--- src/sv/kmht_pkg.sv ---
`default_nettype none
package kmht_pkg;

  localparam int unsigned HEAP_DEPTH_DEF = 64;
  localparam int unsigned ID_COUNT_DEF   = 1024;
  localparam int unsigned TIME_WIDTH_DEF = 32;

  localparam int unsigned ID_W      = 10;
  localparam int unsigned TIMEOUT_W = 20;
  localparam int unsigned NOW_W     = 32;
  localparam int unsigned ACT_W     = 3;
  localparam int unsigned STAT_W    = 3;
  localparam int unsigned IDX_EXT_W = 17;

  localparam int unsigned MAX_RESULTS = 64;
  localparam int unsigned CNT_W       = $clog2(MAX_RESULTS + 1);

  localparam logic [ACT_W-1:0] ACT_ADD    = 3'd0;
  localparam logic [ACT_W-1:0] ACT_ADJUST = 3'd1;
  localparam logic [ACT_W-1:0] ACT_DELETE = 3'd2;
  localparam logic [ACT_W-1:0] ACT_TICK   = 3'd3;
  localparam logic [ACT_W-1:0] ACT_CLEAR  = 3'd4;

  localparam logic [STAT_W-1:0] ST_DONE      = 3'd0;
  localparam logic [STAT_W-1:0] ST_EXPIRED   = 3'd1;
  localparam logic [STAT_W-1:0] ST_NONE      = 3'd2;
  localparam logic [STAT_W-1:0] ST_FULL      = 3'd3;
  localparam logic [STAT_W-1:0] ST_NOT_FOUND = 3'd4;

  localparam int unsigned OP_W = 4;
  localparam logic [OP_W-1:0] OP_NONE     = 4'd0;
  localparam logic [OP_W-1:0] OP_LOAD     = 4'd1;
  localparam logic [OP_W-1:0] OP_SET_UPD  = 4'd2;
  localparam logic [OP_W-1:0] OP_SET_ADD  = 4'd3;
  localparam logic [OP_W-1:0] OP_REM_DEL  = 4'd4;
  localparam logic [OP_W-1:0] OP_REM_TICK = 4'd5;
  localparam logic [OP_W-1:0] OP_REM_LD   = 4'd6;
  localparam logic [OP_W-1:0] OP_SD_READ  = 4'd7;
  localparam logic [OP_W-1:0] OP_SD_A     = 4'd8;
  localparam logic [OP_W-1:0] OP_SD_B     = 4'd9;
  localparam logic [OP_W-1:0] OP_SD_MOVE  = 4'd10;
  localparam logic [OP_W-1:0] OP_SU_READ  = 4'd11;
  localparam logic [OP_W-1:0] OP_SU_MOVE  = 4'd12;
  localparam logic [OP_W-1:0] OP_FINAL    = 4'd13;
  localparam logic [OP_W-1:0] OP_TICK_RD  = 4'd14;
  localparam logic [OP_W-1:0] OP_CLR_STEP = 4'd15;

  typedef struct packed {
    logic [OP_W-1:0]   op;
    logic              clr_init;
    logic              emit;
    logic [STAT_W-1:0] emit_status;
    logic              emit_last;
    logic              emit_pend;
  } cmd_t;

  typedef struct packed {
    logic [ACT_W-1:0] act;
    logic known;
    logic id_oob;
    logic full;
    logic c_in;
    logic has_right;
    logic at_zero;
    logic stop_down;
    logic stop_up;
    logic moved;
    logic expire;
    logic occ_zero;
    logic need_swap;
    logic cnt_max;
    logic cnt_zero;
    logic sweep_done;
  } sts_t;

endpackage
`default_nettype wire

--- src/sv/kmht_ctrl.sv ---
`default_nettype none
module kmht_ctrl (
  input  wire logic           clk_i,
  input  wire logic           rst_ni,
  input  wire logic           start,
  output logic                busy,
  input  wire kmht_pkg::sts_t sts_i,
  output kmht_pkg::cmd_t      cmd_o
);

  localparam logic [3:0] S_CLR    = 4'd0;
  localparam logic [3:0] S_IDLE   = 4'd1;
  localparam logic [3:0] S_DEC    = 4'd2;
  localparam logic [3:0] S_REMCHK = 4'd3;
  localparam logic [3:0] S_SDCHK  = 4'd4;
  localparam logic [3:0] S_SDA    = 4'd5;
  localparam logic [3:0] S_SDB    = 4'd6;
  localparam logic [3:0] S_SDST   = 4'd7;
  localparam logic [3:0] S_SUCHK  = 4'd8;
  localparam logic [3:0] S_SUEV   = 4'd9;
  localparam logic [3:0] S_TCHK   = 4'd10;
  localparam logic [3:0] S_TEVAL  = 4'd11;

  logic [3:0] state_q, state_d;
  logic       emit_clr_q, emit_clr_d;
  logic       is_tick;

  assign busy    = (state_q != S_IDLE);
  assign is_tick = (sts_i.act == kmht_pkg::ACT_TICK);

  always_comb begin
    state_d    = state_q;
    emit_clr_d = emit_clr_q;
    cmd_o      = '0;
    cmd_o.op   = kmht_pkg::OP_NONE;

    case (state_q)
      S_CLR: begin
        cmd_o.op = kmht_pkg::OP_CLR_STEP;
        if (sts_i.sweep_done) begin
          state_d = S_IDLE;
          if (emit_clr_q) begin
            cmd_o.emit        = 1'b1;
            cmd_o.emit_status = kmht_pkg::ST_DONE;
            cmd_o.emit_last   = 1'b1;
          end
        end
      end
      S_IDLE: begin
        if (start) begin
          cmd_o.op = kmht_pkg::OP_LOAD;
          state_d  = S_DEC;
        end
      end
      S_DEC: begin
        state_d         = S_IDLE;
        cmd_o.emit      = 1'b1;
        cmd_o.emit_last = 1'b1;
        case (sts_i.act)
          kmht_pkg::ACT_ADD: begin
            if (sts_i.id_oob) begin
              cmd_o.emit_status = kmht_pkg::ST_NOT_FOUND;
            end else if (sts_i.known) begin
              cmd_o.emit = 1'b0;
              cmd_o.op   = kmht_pkg::OP_SET_UPD;
              state_d    = S_SDCHK;
            end else if (sts_i.full) begin
              cmd_o.emit_status = kmht_pkg::ST_FULL;
            end else begin
              cmd_o.emit = 1'b0;
              cmd_o.op   = kmht_pkg::OP_SET_ADD;
              state_d    = S_SUCHK;
            end
          end
          kmht_pkg::ACT_ADJUST: begin
            if (sts_i.known) begin
              cmd_o.emit = 1'b0;
              cmd_o.op   = kmht_pkg::OP_SET_UPD;
              state_d    = S_SDCHK;
            end else begin
              cmd_o.emit_status = kmht_pkg::ST_NOT_FOUND;
            end
          end
          kmht_pkg::ACT_DELETE: begin
            if (sts_i.known) begin
              cmd_o.emit = 1'b0;
              cmd_o.op   = kmht_pkg::OP_REM_DEL;
              state_d    = S_REMCHK;
            end else begin
              cmd_o.emit_status = kmht_pkg::ST_NOT_FOUND;
            end
          end
          kmht_pkg::ACT_TICK: begin
            cmd_o.emit = 1'b0;
            state_d    = S_TCHK;
          end
          kmht_pkg::ACT_CLEAR: begin
            cmd_o.emit     = 1'b0;
            cmd_o.clr_init = 1'b1;
            emit_clr_d     = 1'b1;
            state_d        = S_CLR;
          end
          default: begin
            cmd_o.emit_status = kmht_pkg::ST_DONE;
          end
        endcase
      end
      S_REMCHK: begin
        if (sts_i.need_swap) begin
          cmd_o.op = kmht_pkg::OP_REM_LD;
          state_d  = S_SDCHK;
        end else if (is_tick) begin
          state_d = S_TCHK;
        end else begin
          cmd_o.emit      = 1'b1;
          cmd_o.emit_last = 1'b1;
          state_d         = S_IDLE;
        end
      end
      S_SDCHK: begin
        if (sts_i.c_in) begin
          cmd_o.op = kmht_pkg::OP_SD_READ;
          state_d  = S_SDA;
        end else if (sts_i.moved) begin
          cmd_o.op = kmht_pkg::OP_FINAL;
          if (is_tick) begin
            state_d = S_TCHK;
          end else begin
            cmd_o.emit      = 1'b1;
            cmd_o.emit_last = 1'b1;
            state_d         = S_IDLE;
          end
        end else begin
          state_d = S_SUCHK;
        end
      end
      S_SDA: begin
        cmd_o.op = kmht_pkg::OP_SD_A;
        state_d  = sts_i.has_right ? S_SDB : S_SDST;
      end
      S_SDB: begin
        cmd_o.op = kmht_pkg::OP_SD_B;
        state_d  = S_SDST;
      end
      S_SDST: begin
        if (!sts_i.stop_down) begin
          cmd_o.op = kmht_pkg::OP_SD_MOVE;
          state_d  = S_SDCHK;
        end else if (sts_i.moved) begin
          cmd_o.op = kmht_pkg::OP_FINAL;
          if (is_tick) begin
            state_d = S_TCHK;
          end else begin
            cmd_o.emit      = 1'b1;
            cmd_o.emit_last = 1'b1;
            state_d         = S_IDLE;
          end
        end else begin
          state_d = S_SUCHK;
        end
      end
      S_SUCHK: begin
        if (sts_i.at_zero) begin
          cmd_o.op = kmht_pkg::OP_FINAL;
          if (is_tick) begin
            state_d = S_TCHK;
          end else begin
            cmd_o.emit      = 1'b1;
            cmd_o.emit_last = 1'b1;
            state_d         = S_IDLE;
          end
        end else begin
          cmd_o.op = kmht_pkg::OP_SU_READ;
          state_d  = S_SUEV;
        end
      end
      S_SUEV: begin
        if (sts_i.stop_up) begin
          cmd_o.op = kmht_pkg::OP_FINAL;
          if (is_tick) begin
            state_d = S_TCHK;
          end else begin
            cmd_o.emit      = 1'b1;
            cmd_o.emit_last = 1'b1;
            state_d         = S_IDLE;
          end
        end else begin
          cmd_o.op = kmht_pkg::OP_SU_MOVE;
          state_d  = S_SUCHK;
        end
      end
      S_TCHK: begin
        if (sts_i.occ_zero || sts_i.cnt_max) begin
          cmd_o.emit        = 1'b1;
          cmd_o.emit_last   = 1'b1;
          cmd_o.emit_pend   = !sts_i.cnt_zero;
          cmd_o.emit_status = sts_i.cnt_zero ? kmht_pkg::ST_NONE : kmht_pkg::ST_EXPIRED;
          state_d           = S_IDLE;
        end else begin
          cmd_o.op = kmht_pkg::OP_TICK_RD;
          state_d  = S_TEVAL;
        end
      end
      S_TEVAL: begin
        if (sts_i.expire) begin
          // previous expired id goes out now that another one follows
          cmd_o.op          = kmht_pkg::OP_REM_TICK;
          cmd_o.emit        = !sts_i.cnt_zero;
          cmd_o.emit_pend   = 1'b1;
          cmd_o.emit_status = kmht_pkg::ST_EXPIRED;
          state_d           = S_REMCHK;
        end else begin
          cmd_o.emit        = 1'b1;
          cmd_o.emit_last   = 1'b1;
          cmd_o.emit_pend   = !sts_i.cnt_zero;
          cmd_o.emit_status = sts_i.cnt_zero ? kmht_pkg::ST_NONE : kmht_pkg::ST_EXPIRED;
          state_d           = S_IDLE;
        end
      end
      default: begin
        state_d = S_IDLE;
      end
    endcase
  end

  always_ff @(posedge clk_i or negedge rst_ni) begin
    if (!rst_ni) begin
      state_q    <= S_CLR;
      emit_clr_q <= 1'b0;
    end else begin
      state_q    <= state_d;
      emit_clr_q <= (state_q == S_CLR && sts_i.sweep_done) ? 1'b0 : emit_clr_d;
    end
  end

endmodule
`default_nettype wire

--- config.mk ---
export PLATFORM = sky130hd
export DESIGN_NAME = kmht_ctrl
export DESIGN_NICKNAME = d
export VERILOG_FILES = /design/src/sv/kmht_pkg.sv /design/src/sv/kmht_ctrl.sv
export SDC_FILE = /design/constraint.sdc
export NUM_CORES = 1
export LEC_CHECK = 0
export ABC_CLOCK_PERIOD_IN_PS = 4050
export BUFFER_PORTS_ARGS = -buffer_cell sky130_fd_sc_hd__buf_4
export CORE_MARGIN = 4
export CORE_UTILIZATION = 55
export CTS_BUF_LIST = sky130_fd_sc_hd__clkbuf_16
export DETAILED_ROUTE_END_ITERATION = 7
export PLACE_DENSITY = 0.88
export SYNTH_ARGS = -nofsm -noshare
export SYNTH_HDL_FRONTEND = slang
export SYNTH_SLANG_ARGS = --single-unit
--- constraint.sdc ---
create_clock -name clk_i -period 4.05 [get_ports clk_i]
set_input_delay 0.405 -clock clk_i [delete_from_list [all_inputs] [get_ports clk_i]]
set_output_delay 0.405 -clock clk_i [all_outputs]
set_load 0.01 [all_outputs]
Word level (Yosys, flattened, before mapping)
Cells that the tools add are included.

Flip-flop bits (word level): 5. Latch bits: 0. Memory bits (writable): 0. ROM bits: 0. Input bits: 21. Output and inout port bits: 12. Logic and storage cells: 99. Memories: 0.

Add/sub/neg operators: 0. Multiply operators: 0. Div/mod/pow operators: 0. Order comparisons: 0. Eq/ne operators: 18. Shift-type cells: 0. Multiplexer cells: 68. Bitwise gates (word level): 0. Reduce and logical (&&, ||, !) cells: 11.

Operators by type and width (count): case mux 4 bit (12 select lines) (2); 2-to-1 mux 4 bit (18); 2-to-1 mux 1 bit (21); 2-to-1 mux 3 bit (7); case mux 4 bit (5 select lines) (1); 2-to-1 mux 2 bit (9); case mux 1 bit (9 select lines) (2); == test 4 x 3 -> 1 bit, second input constant (4); == test 4 bit, second input constant (4); case mux 3 bit (4 select lines) (1); case mux 4 bit (3 select lines) (1); 2-to-1 mux 5 bit (2); == test 4 x 2 -> 1 bit, second input constant (2); == test 3 x 2 -> 1 bit, second input constant (2); 2-to-1 mux 6 bit (1); case mux 3 bit (2 select lines) (1); == test 4 x 1 -> 1 bit, second input constant (1); logical NOT 4 bit (1); inequality test 2 bit, second input constant (2); inequality test 4 x 1 -> 1 bit, second input constant (1); AND reduction 2 bit (2); nonzero test 2 bit (2); OR reduction 2 bit (2); == test 3 x 1 -> 1 bit, second input constant (1); other kinds (7) (7).

Longest topological paths before layout
Gate-level depths: netlist (run 1).

Depth in word-level cells: 5. Gate-level depth with buffers: 6. Mapped depth without buffers: 5.

Worst setup path after synthesis (run 1)
OpenSTA, ideal clock, no wires.

Kind: flip-flop to output port. From: register state_q[2]. To: output port cmd_o[2] (netlist name). Arrival time: 1348 ps. Required time: 3645 ps. Slack: 2297 ps. Cell stages (with the launch flop): 7. Buffers on the path: 1. Cells stage by stage: dfrtp_1 buf_6 and2b_2 nand2_1 o21a_1 o21ai_1 nand2b_1.

RTL lines: start: declaration (RTL line kmht_ctrl.sv:24) `logic [3:0] state_q, state_d;`; start signal: assignment (RTL line kmht_ctrl.sv:231) `state_q <= state_d;`; end: declaration (RTL line kmht_ctrl.sv:8) `output kmht_pkg::cmd_t cmd_o`.

==> results of run 1 <==
[layer usage]
layer | share of wire (%) | track usage [%] | vias up
met5 | 0 | 0 | -
met4 | 2.3 | 7.86 | 0
met3 | 8.8 | 4.30 | 7
met2 | 48 | 45.4 | 77
met1 | 41 | 32.7 | 605
li1 | - | - | 600
[stage by stage]
stage,utilization (%),hold WS (ps)
finish,74.8,472
global route,74.8,475
CTS,74.8,468
detailed placement,69.8,207
global placement,69.8,206
floorplan,-,109
[report_power, final]
| part | total [W] | leakage, nW | switching (W) | internal [W] |
|---|---|---|---|---|
| Clock | 0.000159 | 0.0423 | 0.0000313 | 0.000128 |
| Sequential | 0.000142 | 0.0652 | 0.0000730 | 0.0000686 |
| Combinational | 0.000484 | 0.457 | 0.000251 | 0.000233 |
| Total | 0.000784 | 0.565 | 0.000355 | 0.000429 |
[cell usage in the layout, fill, tap and decap left out, types with 2 or more instances in the layout]
| cell type | synthesis | routed |
|---|---|---|
| inv_1 | 1 | 2 |
| clkbuf_16 | 0 | 3 |
| a31oi_1 | 3 | 3 |
| nor3_1 | 5 | 5 |
| o21bai_1 | 2 | 2 |
| nor4_1 | 2 | 2 |
| nand2_2 | 2 | 2 |
| a21oi_1 | 5 | 5 |
| nand3b_1 | 2 | 2 |
| nor2_1 | 16 | 16 |
| o21ai_0 | 9 | 9 |
| nand2_1 | 20 | 20 |
| o21a_1 | 3 | 3 |
| a221oi_1 | 2 | 2 |
| and2b_2 | 3 | 3 |
| or2_4 | 2 | 2 |
| o22ai_1 | 3 | 3 |
| dfrtp_1 | 5 | 5 |
| a32oi_1 | 2 | 2 |
| nand2b_1 | 4 | 4 |
| and3_1 | 2 | 2 |
| nor2b_1 | 4 | 4 |
| buf_4 | 0 | 32 |
| nand3_1 | 9 | 9 |
| a21o_1 | 2 | 2 |
[flip-flops by register name (all words and copies together) (netlist names)]
register,cells
emit_clr_q,1
state_q,4
[synth_stat cells, types with 2 or more instances]
master    instances  share of area, %
nand3_1           9               4.2
a21oi_1           5               2.3
nand2_2           2               1.2
buf_6             4               4.2
and2b_2           3               2.5
nor2_1           16               5.6
nand3b_1          2               1.4
a21o_1            2               1.4
a32oi_1           2               1.6
and3_1            2               1.2
a221oi_1          2               1.6
clkbuf_8          2               2.6
buf_2             4               1.9
o21a_1            3               2.1
nand2_1          20               7.0
nand2b_1          4               2.3
o21ai_0           9               4.2
o21bai_1          2               1.4
nor4_1            2               1.2
o22ai_1           3               1.8
nor2b_1           4               2.3
a31oi_1           3               1.8
nor3_1            5               2.3
dfrtp_1           5                12
or2_4             2               1.6
[final cells by class]
type / instances / area [um^2]
Multi-Input combinational cell: 130 / 845
Fill cell: 147 / 449
Timing Repair Buffer: 33 / 250
Sequential cell: 5 / 125
Clock buffer: 3 / 75.1
Tap cell: 25 / 31.3
Clock inverter: 1 / 3.75
Inverter: 1 / 3.75
[path summary, 6_finish.rpt]
path                                          end  cells after the start              startpoint  slack, ps
min reg2reg                emit_clr_q$_DFFE_PN0P_                      2  emit_clr_q$_DFFE_PN0P_        540
max                                      cmd_o[5]                      6  state_q[3]$_DFFE_PN0P_       1610
max in group asynchronous  state_q[0]$_DFFE_PN0P_                      2                  rst_ni       3410
min in group asynchronous  emit_clr_q$_DFFE_PN0P_                      2                  rst_ni        530
min                        state_q[2]$_DFFE_PN0P_                      2               sts_i[14]        470
max reg2reg                state_q[2]$_DFFE_PN0P_                      5  state_q[2]$_DFFE_PN0P_       2270
[kinds of logic after synthesis]
kind of cell	after synthesis
flip-flops	5
XOR/XNOR	1
AO/OA/AOI/OAI	45
AND/OR/NAND/NOR	82
multiplexers	2
buffers and inverters	11
==> results.py, run 1 <==
metrics = {
    "run_status": {
        "status": "complete, no violations",
    },
    "cts": {
        "h-tree-depth": 1,
        "cts-root-buf": "clkbuf_16",
        "holdBufCountCts": 1,
        "cts.repair.resized": 0,
        "clock_latency_ps": 230,
        "clkSlewWorstSetupHoldPaths_ps": 30,
        "cts-buffers-inserted": 3,
        "tritoncts": "yes",
        "post_cts_buffers": 0,
        "clockBufferDepth": 2,
        "clock-sinks": 5,
    },
    "timing": {
        "slew_headroom_pct": 58.1,
        "setup_viol": 0,
        "fmax_mhz": 409,
        "hold_violations": 0,
        "setup_ws_ps": 1610,
        "clock-skew-final_ps": 1.33,
        "rsz0062_at_grt": "false",
        "min_period_ps": 2440,
        "final_max_slew_viol_count": 0,
        "worstMarginPinSlew_ps": 629,
        "finalSetupTns_ps": 0,
        "finalCritPeriodShare_pct": 60.3,
    },
    "synth": {
        "synth_edf_count": 0,
        "syn_nets": 167,
        "synthCells": 146,
        "syn-cell-area_mm2": 0.00107,
        "ys_types": 54,
        "yosys.area_share.simple_pct": 42.7,
        "syn_avg_cell_area_um2": 7.30,
        "synth_seq_cells": 5,
        "yosys_warnings": 0,
        "synthArstFlopShare_pct": 100,
        "synthAdderAreaFrac_pct": 0,
        "synth.area.mux_share_pct": 2.23,
        "ys_seq_area_share_pct": 11.7,
        "synth_xor_area_share_pct": 0.822,
        "ys.flop_type": "dfrtp_1",
        "synth_compound_area_share_pct": 33.5,
        "synth_top_family_by_area": "simple AND/OR/NAND/NOR gates",
    },
    "die": {
        "die_h_um": 52.0,
        "die_w_um": 52.0,
        "num_rows": 15,
        "initial_core_util_pct": 59.8,
        "fp.coreArea_mm2": 0.00178,
        "die-area_mm2": 0.00271,
        "io-pin-count": 33,
    },
    "drt": {
        "via_per_inst": 6.51,
        "drt_iter0_drc": 57,
        "remaining_drc_errors": 0,
        "first_pass_iters": 4,
        "routed_wl_um": 3310,
        "final_antenna_net_count": 0,
        "drt-wirelength-per-cell_um": 16.7,
        "vias": 1289,
    },
    "grt": {
        "grt_pass1_wl_um": 5500,
        "antenna_found_initial": 0,
        "grt_max_degree": 20,
        "grt_usage_pct": 26.2,
        "grt_pass1_vias": 1191,
        "overflow": 0,
    },
    "critical_path": {
        "critPathBufInv": 1,
        "path_max_fanout": 19,
        "worst_path_dominant_cell_family": "flip-flops",
        "required_ps": 3640,
        "crit_path_top_delay_cell": "dfrtp_1",
        "cp-start-kind": "flip-flop",
        "critPathMaxStageDelay_ps": 730,
        "crit_chain": "nor2b_2 > nand4b_1 > o211ai_2 > a221oi_2 > o221ai_2 > buf_4",
        "path_class": "reg2out",
        "arrival_ps": 2040,
        "end_kind": "output pin",
    },
    "worst_hold_path": {
        "worstHoldPathType": "in2reg",
    },
    "layout": {
        "nets": 195,
        "syn_to_final_growth_pct": 25.1,
        "final-instance-count-excl-fill": 198,
        "drive_gt1_share_pct": 31.2,
        "design_area_mm2": 0.00133,
        "antenna_cells": 0,
    },
    "pwr": {
        "power_w": 0.000784,
        "p_leak_nw": 0.565,
        "powerDensity_mw_per_mm2": 588,
        "irDropWorstVdd_mv": 0.352,
    },
    "placement": {
        "place_ws_ps": 1870,
        "finalWeightedCongestion": 0.955,
        "placed_cells_incl_taps": 193,
        "portBuffers": 32,
        "dp_hpwl_um": 2480,
        "placed_cell_area_mm2": 0.00124,
    },
    "run": {
        "drv_cap": 0,
    },
}
(Power assumes the default switching activity.)
==> run 2: changes to the inputs <==
--- a/config.mk
+++ b/config.mk
@@ -5,13 +5,13 @@
 export SDC_FILE = /design/constraint.sdc
 export NUM_CORES = 1
 export LEC_CHECK = 0
-export ABC_CLOCK_PERIOD_IN_PS = 4050
+export ABC_CLOCK_PERIOD_IN_PS = 2340
 export BUFFER_PORTS_ARGS = -buffer_cell sky130_fd_sc_hd__buf_4
 export CORE_MARGIN = 4
-export CORE_UTILIZATION = 55
+export CORE_UTILIZATION = 51
 export CTS_BUF_LIST = sky130_fd_sc_hd__clkbuf_16
 export DETAILED_ROUTE_END_ITERATION = 7
-export PLACE_DENSITY = 0.88
+export PLACE_DENSITY = 0.83
 export SYNTH_ARGS = -nofsm -noshare
 export SYNTH_HDL_FRONTEND = slang
 export SYNTH_SLANG_ARGS = --single-unit
==> constraint.sdc (replaced) <==
create_clock -name clk_i -period 2.34 [get_ports clk_i]
set_input_delay 0.234 -clock clk_i [delete_from_list [all_inputs] [get_ports clk_i]]
set_output_delay 0.234 -clock clk_i [all_outputs]
set_load 0.01 [all_outputs]
==> run 2 against run 1 <==
Clock power increased by 72%. Die area increased by 6.6%. Critical path type unchanged. Critical endpoint is now cmd_o[8]. Final cell count increased by 1.5%. Total power increased by 74%.
==> results.py, run 2 (synthesis gave the netlist of run 1 again) <==
metrics = {
    "layout": {
        "final_common_cell": "buf_4",
        "mostFrequentLayoutCells": "33 x buf_4, 20 x nand2_1, 16 x nor2_1, 9 x nand3_1, 9 x o21ai_0",
        "top_regs": "state_q x4, emit_clr_q x1",
        "drive_gt1_share_pct": 33.3,
        "antenna_cells": 0,
        "nets": 196,
        "largest_reg_flops": 4,
        "syn_to_final_growth_pct": 26.4,
        "largest_register": "state_q",
    },
    "timing": {
        "fmax_mhz": 475,
        "hold_violations": 0,
        "final_max_slew_viol_count": 0,
        "rsz0062_at_grt": "false",
        "slew_headroom_pct": 71.6,
        "finalSetupTns_ps": 0,
        "finalCritPeriodShare_pct": 90.0,
        "clock-skew-final_ps": 1.01,
        "setup_viol": 0,
        "min_period_ps": 2110,
        "worstMarginPinSlew_ps": 427,
    },
    "die": {
        "die_h_um": 53.7,
        "io-pin-count": 33,
        "initial_core_util_pct": 53.8,
        "fp.coreArea_mm2": 0.00198,
        "num_rows": 16,
        "die_w_um": 53.7,
        "die-area_mm2": 0.00289,
    },
    "cts": {
        "clock-sinks": 5,
        "cts-root-buf": "clkbuf_16",
        "h-tree-depth": 1,
        "cts-buffers-inserted": 3,
        "clock_latency_ps": 220,
        "clockBufferDepth": 2,
        "clkSlewWorstSetupHoldPaths_ps": 30,
        "tritoncts": "yes",
    },
    "drt": {
        "final_antenna_net_count": 0,
        "drt-wirelength-per-cell_um": 15.4,
        "via_per_inst": 6.22,
        "drt_iter0_drc": 42,
        "vias": 1251,
        "remaining_drc_errors": 0,
        "routed_wl_um": 3100,
        "first_pass_iters": 4,
    },
    "critical_path": {
        "end_kind": "output pin",
        "path_max_fanout": 12,
        "path_class": "reg2out",
        "r2r_setup_slack_ps": 650,
        "required_ps": 2110,
        "cp-start-kind": "flip-flop",
        "arrival_ps": 1870,
    },
    "pwr": {
        "p_leak_nw": 0.566,
        "p_seq_share_pct": 17.5,
        "powerDensity_mw_per_mm2": 1010,
        "p_sw_w": 0.000610,
        "clkPwrFrac_pct": 20.1,
        "internal_power_w": 0.000753,
        "p_sw_share_pct": 44.7,
        "power_w": 0.00136,
        "irDropWorstVdd_mv": 0.719,
        "combinationalPowerShare_pct": 62.4,
    },
    "grt": {
        "grt_usage_pct": 23.9,
        "grt_pass1_wl_um": 5180,
        "overflow": 0,
        "grt_pass1_vias": 1151,
        "antenna_found_initial": 0,
        "grt_max_degree": 20,
    },
    "run_status": {
        "status": "complete, no violations",
    },
    "placement": {
        "portBuffers": 32,
        "dp_hpwl_um": 2400,
        "finalWeightedCongestion": 0.959,
    },
    "worst_hold_path": {
        "worstHoldPathType": "in2reg",
    },
    "run": {
        "drv_cap": 0,
    },
}
## run 2: power groups by stage
stage	Combinational, W	Sequential [W]	Clock [W]
floorplan	0.000668	0.000150	0
global placement	0.000841	0.000225	0
detailed placement	0.000845	0.000230	0
CTS	0.000850	0.000231	0.000278
global route	0.000936	0.000250	0.000291
finish	0.000851	0.000239	0.000274
## run 2: cell type report
type,instances,area [um^2]
multi-input combinational,130,845
fill,165,634
timing repair buffer,34,258
sequential,5,129
clock buffer,3,75.1
tap,27,33.8
clock inverter,1,3.75
inverter,1,3.75
## run 2: timing repair
item / 4_1_cts / 5_1_grt
setup buffers: 0 / 0
resized for setup: 0 / 3
setup endpoints to repair: 0 / 2
endpoints found under the hold margin: 5 / 0
hold buffers: 1 / 0
## run 2: metrics by stage
step / instances / instance area, um^2 / utilization, % / hold slack [ps] / setup WS, ps
2_1_floorplan: 146 / 1070 / - / -61.6 / 758
3_3_place_gp: 196 / 1250 / 63.3 / 36.3 / 409
3_5_place_dp: 196 / 1250 / 63.3 / 38.1 / 350
4_1_cts: 201 / 1340 / 67.8 / 292 / 109
5_1_grt: 201 / 1350 / 68.0 / 313 / 97.8
6_report: 201 / 1350 / 68.0 / 297 / 234
## run 2: path summary, 6_finish.rpt
| check | from | endpoint | cells past startpoint |
|---|---|---|---|
| worst min register to register | emit_clr_q$_DFFE_PN0P_ | emit_clr_q$_DFFE_PN0P_ | 2 |
| worst min-delay path | sts_i[14] | state_q[2]$_DFFE_PN0P_ | 2 |
| worst max register to register | state_q[3]$_DFFE_PN0P_ | state_q[3]$_DFFE_PN0P_ | 4 |
| worst max-delay path | state_q[3]$_DFFE_PN0P_ | cmd_o[8] | 6 |
| min in group asynchronous | rst_ni | state_q[3]$_DFFE_PN0P_ | 2 |
| max in group asynchronous | rst_ni | state_q[1]$_DFFE_PN0P_ | 2 |
## run 2: worst max-delay path, cell delays in order, from the launching register on
cell,delay [ps]
dfrtp_1,520
nor2_2,250
nand2_2,190
nor3_1,270
o21ai_0,170
nand3_1,120
buf_4,120
## run 2: metal layers
layer  global-route usage (%)  share of wire, %
met5                        0                 0
met4                     9.79               1.4
met3                     3.60               7.3
met2                     38.9                47
met1                     31.1                44
==> run 3: changes to the inputs <==
--- a/config.mk
+++ b/config.mk
@@ -5,13 +5,14 @@
 export SDC_FILE = /design/constraint.sdc
 export NUM_CORES = 1
 export LEC_CHECK = 0
+export ABC_AREA = 1
 export ABC_CLOCK_PERIOD_IN_PS = 2340
 export BUFFER_PORTS_ARGS = -buffer_cell sky130_fd_sc_hd__buf_4
 export CORE_MARGIN = 4
-export CORE_UTILIZATION = 51
+export CORE_UTILIZATION = 49
 export CTS_BUF_LIST = sky130_fd_sc_hd__clkbuf_16
 export DETAILED_ROUTE_END_ITERATION = 7
-export PLACE_DENSITY = 0.83
+export PLACE_DENSITY = 0.82
 export SYNTH_ARGS = -nofsm -noshare
 export SYNTH_HDL_FRONTEND = slang
 export SYNTH_SLANG_ARGS = --single-unit
==> run 3 against run 2 <==
Global-route usage up 3.3 points. Fmax increased by 3.0%. Sequential cell count unchanged. Cell area decreased by 6.1%. Sequential share of layout area is 0.33 points higher. Hold slack lost 17 ps. Sequential power is 28% lower. Register-to-register slack improved by 210 ps. Combinational power shrank 6.6%. Synthesized cell count up 20%. Wire length up 5.1%. Core utilization rose by 4.5 points.
==> results.py, run 3 <==
metrics = {
    "run_status": {
        "status": "complete, no violations",
    },
    "die": {
        "die_h_um": 51.0,
        "initial_core_util_pct": 51.8,
        "num_rows": 15,
        "die_w_um": 51.0,
        "die-area_mm2": 0.00260,
        "fp.coreArea_mm2": 0.00175,
        "io-pin-count": 33,
    },
    "drt": {
        "via_per_inst": 5.68,
        "first_pass_iters": 4,
        "drt_iter0_drc": 81,
        "vias": 1347,
        "remaining_drc_errors": 0,
        "routed_wl_um": 3260,
        "drt-wirelength-per-cell_um": 13.8,
        "final_antenna_net_count": 0,
    },
    "critical_path": {
        "path_max_fanout": 8,
        "worst_path_dominant_cell_family": "simple AND/OR/NAND/NOR gates",
        "crit_chain": "nor2_2 > inv_2 > nor2_4 > inv_2 > nor2_1 > nand4_1 > o211ai_1 > buf_4",
        "crit_path_top_delay_cell": "dfrtp_1",
        "cp_num_cells": 8,
        "critPathMaxStageDelay_ps": 420,
        "required_ps": 2110,
        "end_kind": "output pin",
        "arrival_ps": 1810,
        "critPathBufInv": 3,
        "path_class": "reg2out",
        "reg2reg_depth": 9,
        "cp-start-kind": "flip-flop",
        "cpMostUsedCell": "inv_2",
    },
    "synth": {
        "ys_seq_area_share_pct": 13.8,
        "yosys_warnings": 0,
        "syn_avg_cell_area_um2": 5.17,
        "synth_top_cell_by_area": "nand2_1",
        "synth_edf_count": 0,
        "yosysMostFrequentCell": "nand2_1",
        "ys_types": 21,
        "syn_nets": 196,
        "syn-cell-area_um2": 905,
        "synth_top_area_share_pct": 19.1,
        "synth_seq_cells": 5,
        "ys.flop_type": "dfrtp_1",
        "ys_top_cells_by_count": "46 x nand2_1, 29 x nor2_1, 27 x inv_1",
        "synthCells": 175,
        "synth.area.top_cells": "nand2_1 19%, dfrtp_1 14%, nor2_1 12%",
        "synthArstFlopShare_pct": 100,
    },
    "timing": {
        "finalSetupTns_ps": 0,
        "hold_violations": 0,
        "hold_ws_ps": 281,
        "clock-skew-final_ps": 2.44,
        "setup_viol": 0,
        "worstMarginPinSlew_ps": 309,
        "fmax_mhz": 489,
        "rsz0062_at_grt": "false",
        "finalCritPeriodShare_pct": 87.4,
        "min_period_ps": 2050,
        "slew_headroom_pct": 79.3,
        "final_max_slew_viol_count": 0,
    },
    "cts": {
        "h-tree-depth": 1,
        "cts.repair.resized": 0,
        "post_cts_buffers": 0,
        "clock_latency_ps": 230,
        "clkSlewWorstSetupHoldPaths_ps": 40,
        "clock-sinks": 5,
        "tritoncts": "yes",
        "cts-buffers-inserted": 3,
        "clockBufferDepth": 2,
        "cts-root-buf": "clkbuf_16",
    },
    "grt": {
        "met1_usage_pct": 28.4,
        "overflow": 0,
        "grt.busiest_layer": "met2",
        "grt_pass1_wl_um": 5380,
        "gr-usage-met3_pct": 5.25,
        "grt_usage_pct": 27.2,
        "grt_max_degree": 9,
        "gr-usage-met2_pct": 50.4,
        "antenna_found_initial": 0,
        "grt_pass1_vias": 1316,
    },
    "pwr": {
        "p_leak_nw": 0.706,
        "powerDensity_mw_per_mm2": 985,
        "power_w": 0.00125,
        "irDropWorstVdd_mv": 0.756,
    },
    "placement": {
        "finalWeightedCongestion": 0.918,
        "dp_hpwl_um": 2590,
        "portBuffers": 32,
        "placed_cell_area_mm2": 0.00118,
    },
    "layout": {
        "final_common_cell": "nand2_1",
        "fill_cells": 178,
        "mostFrequentLayoutCells": "46 x nand2_1, 32 x buf_4, 29 x nor2_1, 28 x inv_1, 16 x nand3_1",
        "final_core_util_pct": 72.5,
        "design_area_mm2": 0.00126,
        "top_regs": "state_q x4, emit_clr_q x1",
        "nets": 234,
        "syn_to_final_growth_pct": 39.8,
        "drive_gt1_share_pct": 22.2,
        "largest_register": "state_q",
        "largest_reg_flops": 4,
        "layout.area.seq_um2": 125,
        "antenna_cells": 0,
        "multiInputGateArea_um2": 671,
    },
    "worst_hold_path": {
        "worstHoldPathType": "in2reg",
        "hold_path_depth": 3,
    },
    "run": {
        "drv_cap": 0,
    },
}
[run 3: cell types whose count changed in the layout (fill, tap and decap cells not counted), sizes merged, moves of 4 or more]
cell    previous run  this run
inv                2        30
nand2             22        49
nor2              17        34
nand4              1        10
nand3              9        17
nor2b              6         0
o21ai             10        15
nand2b             4         0
nor3               5         1
[run 3: final timing paths]
path / slack (ps) / endpoint / startpoint
worst min-delay path: 280 / state_q[0]$_DFFE_PN0P_ / sts_i[0]
max in group asynchronous: 1820 / emit_clr_q$_DFFE_PN0P_ / rst_ni
worst max register to register: 860 / state_q[0]$_DFFE_PN0P_ / state_q[3]$_DFFE_PN0P_
min in group asynchronous: 410 / state_q[2]$_DFFE_PN0P_ / rst_ni
worst max-delay path: 290 / cmd_o[2] / state_q[3]$_DFFE_PN0P_
worst min register to register: 500 / emit_clr_q$_DFFE_PN0P_ / emit_clr_q$_DFFE_PN0P_
[run 3: layer usage]
metal	vias to the layer above	wire, um	part of all wire, %
li1	651	-	-
met1	599	1230	38
met2	75	1630	50
met3	22	236	7.2
met4	0	163	5.0
met5	-	0	0
[run 3: logic make-up after synthesis]
kind of cell | Yosys count | share of synthesized area, %
simple gates | 114 | 57.7
buf+inv | 29 | 12.0
compound gates | 27 | 16.5
flops | 5 | 13.8
[run 3: worst register-to-register path: cells and delay by family (launching register included)]
family / cells / cell delay, ps
buffers and inverters: 1 / 80
AND/OR/NAND/NOR: 8 / 890
flip-flops: 1 / 420
[run 3: repair_timing]
item                                    CTS  global route
hold buffers                              1             0
endpoints found under the setup margin    0             0
hold endpoints to repair                  5             0
[run 3: final cells by class]
class | instances | share of cell area [%]
tap | 25 | 2.47
clock inverter | 1 | 0.297
clock buffer | 3 | 5.93
inverter | 29 | 8.61
sequential | 5 | 9.89
multi-input combinational | 141 | 53.0
timing repair buffer | 33 | 19.8
[run 3: metrics by stage]
| step | cells | setup WS (ps) |
|---|---|---|
| 3_3_place_gp | 232 | 639 |
| 5_1_grt | 237 | 161 |
| 6_report | 237 | 295 |
| 2_1_floorplan | 175 | 875 |
| 4_1_cts | 237 | 342 |
| 3_5_place_dp | 232 | 607 |
[run 3: where the power goes]
part	internal [W]	total, W	switching [W]
registers	0.000124	0.000171	0.0000470
logic	0.000321	0.000795	0.000474
clock network	0.000222	0.000281	0.0000589
total	0.000666	0.00125	0.000580
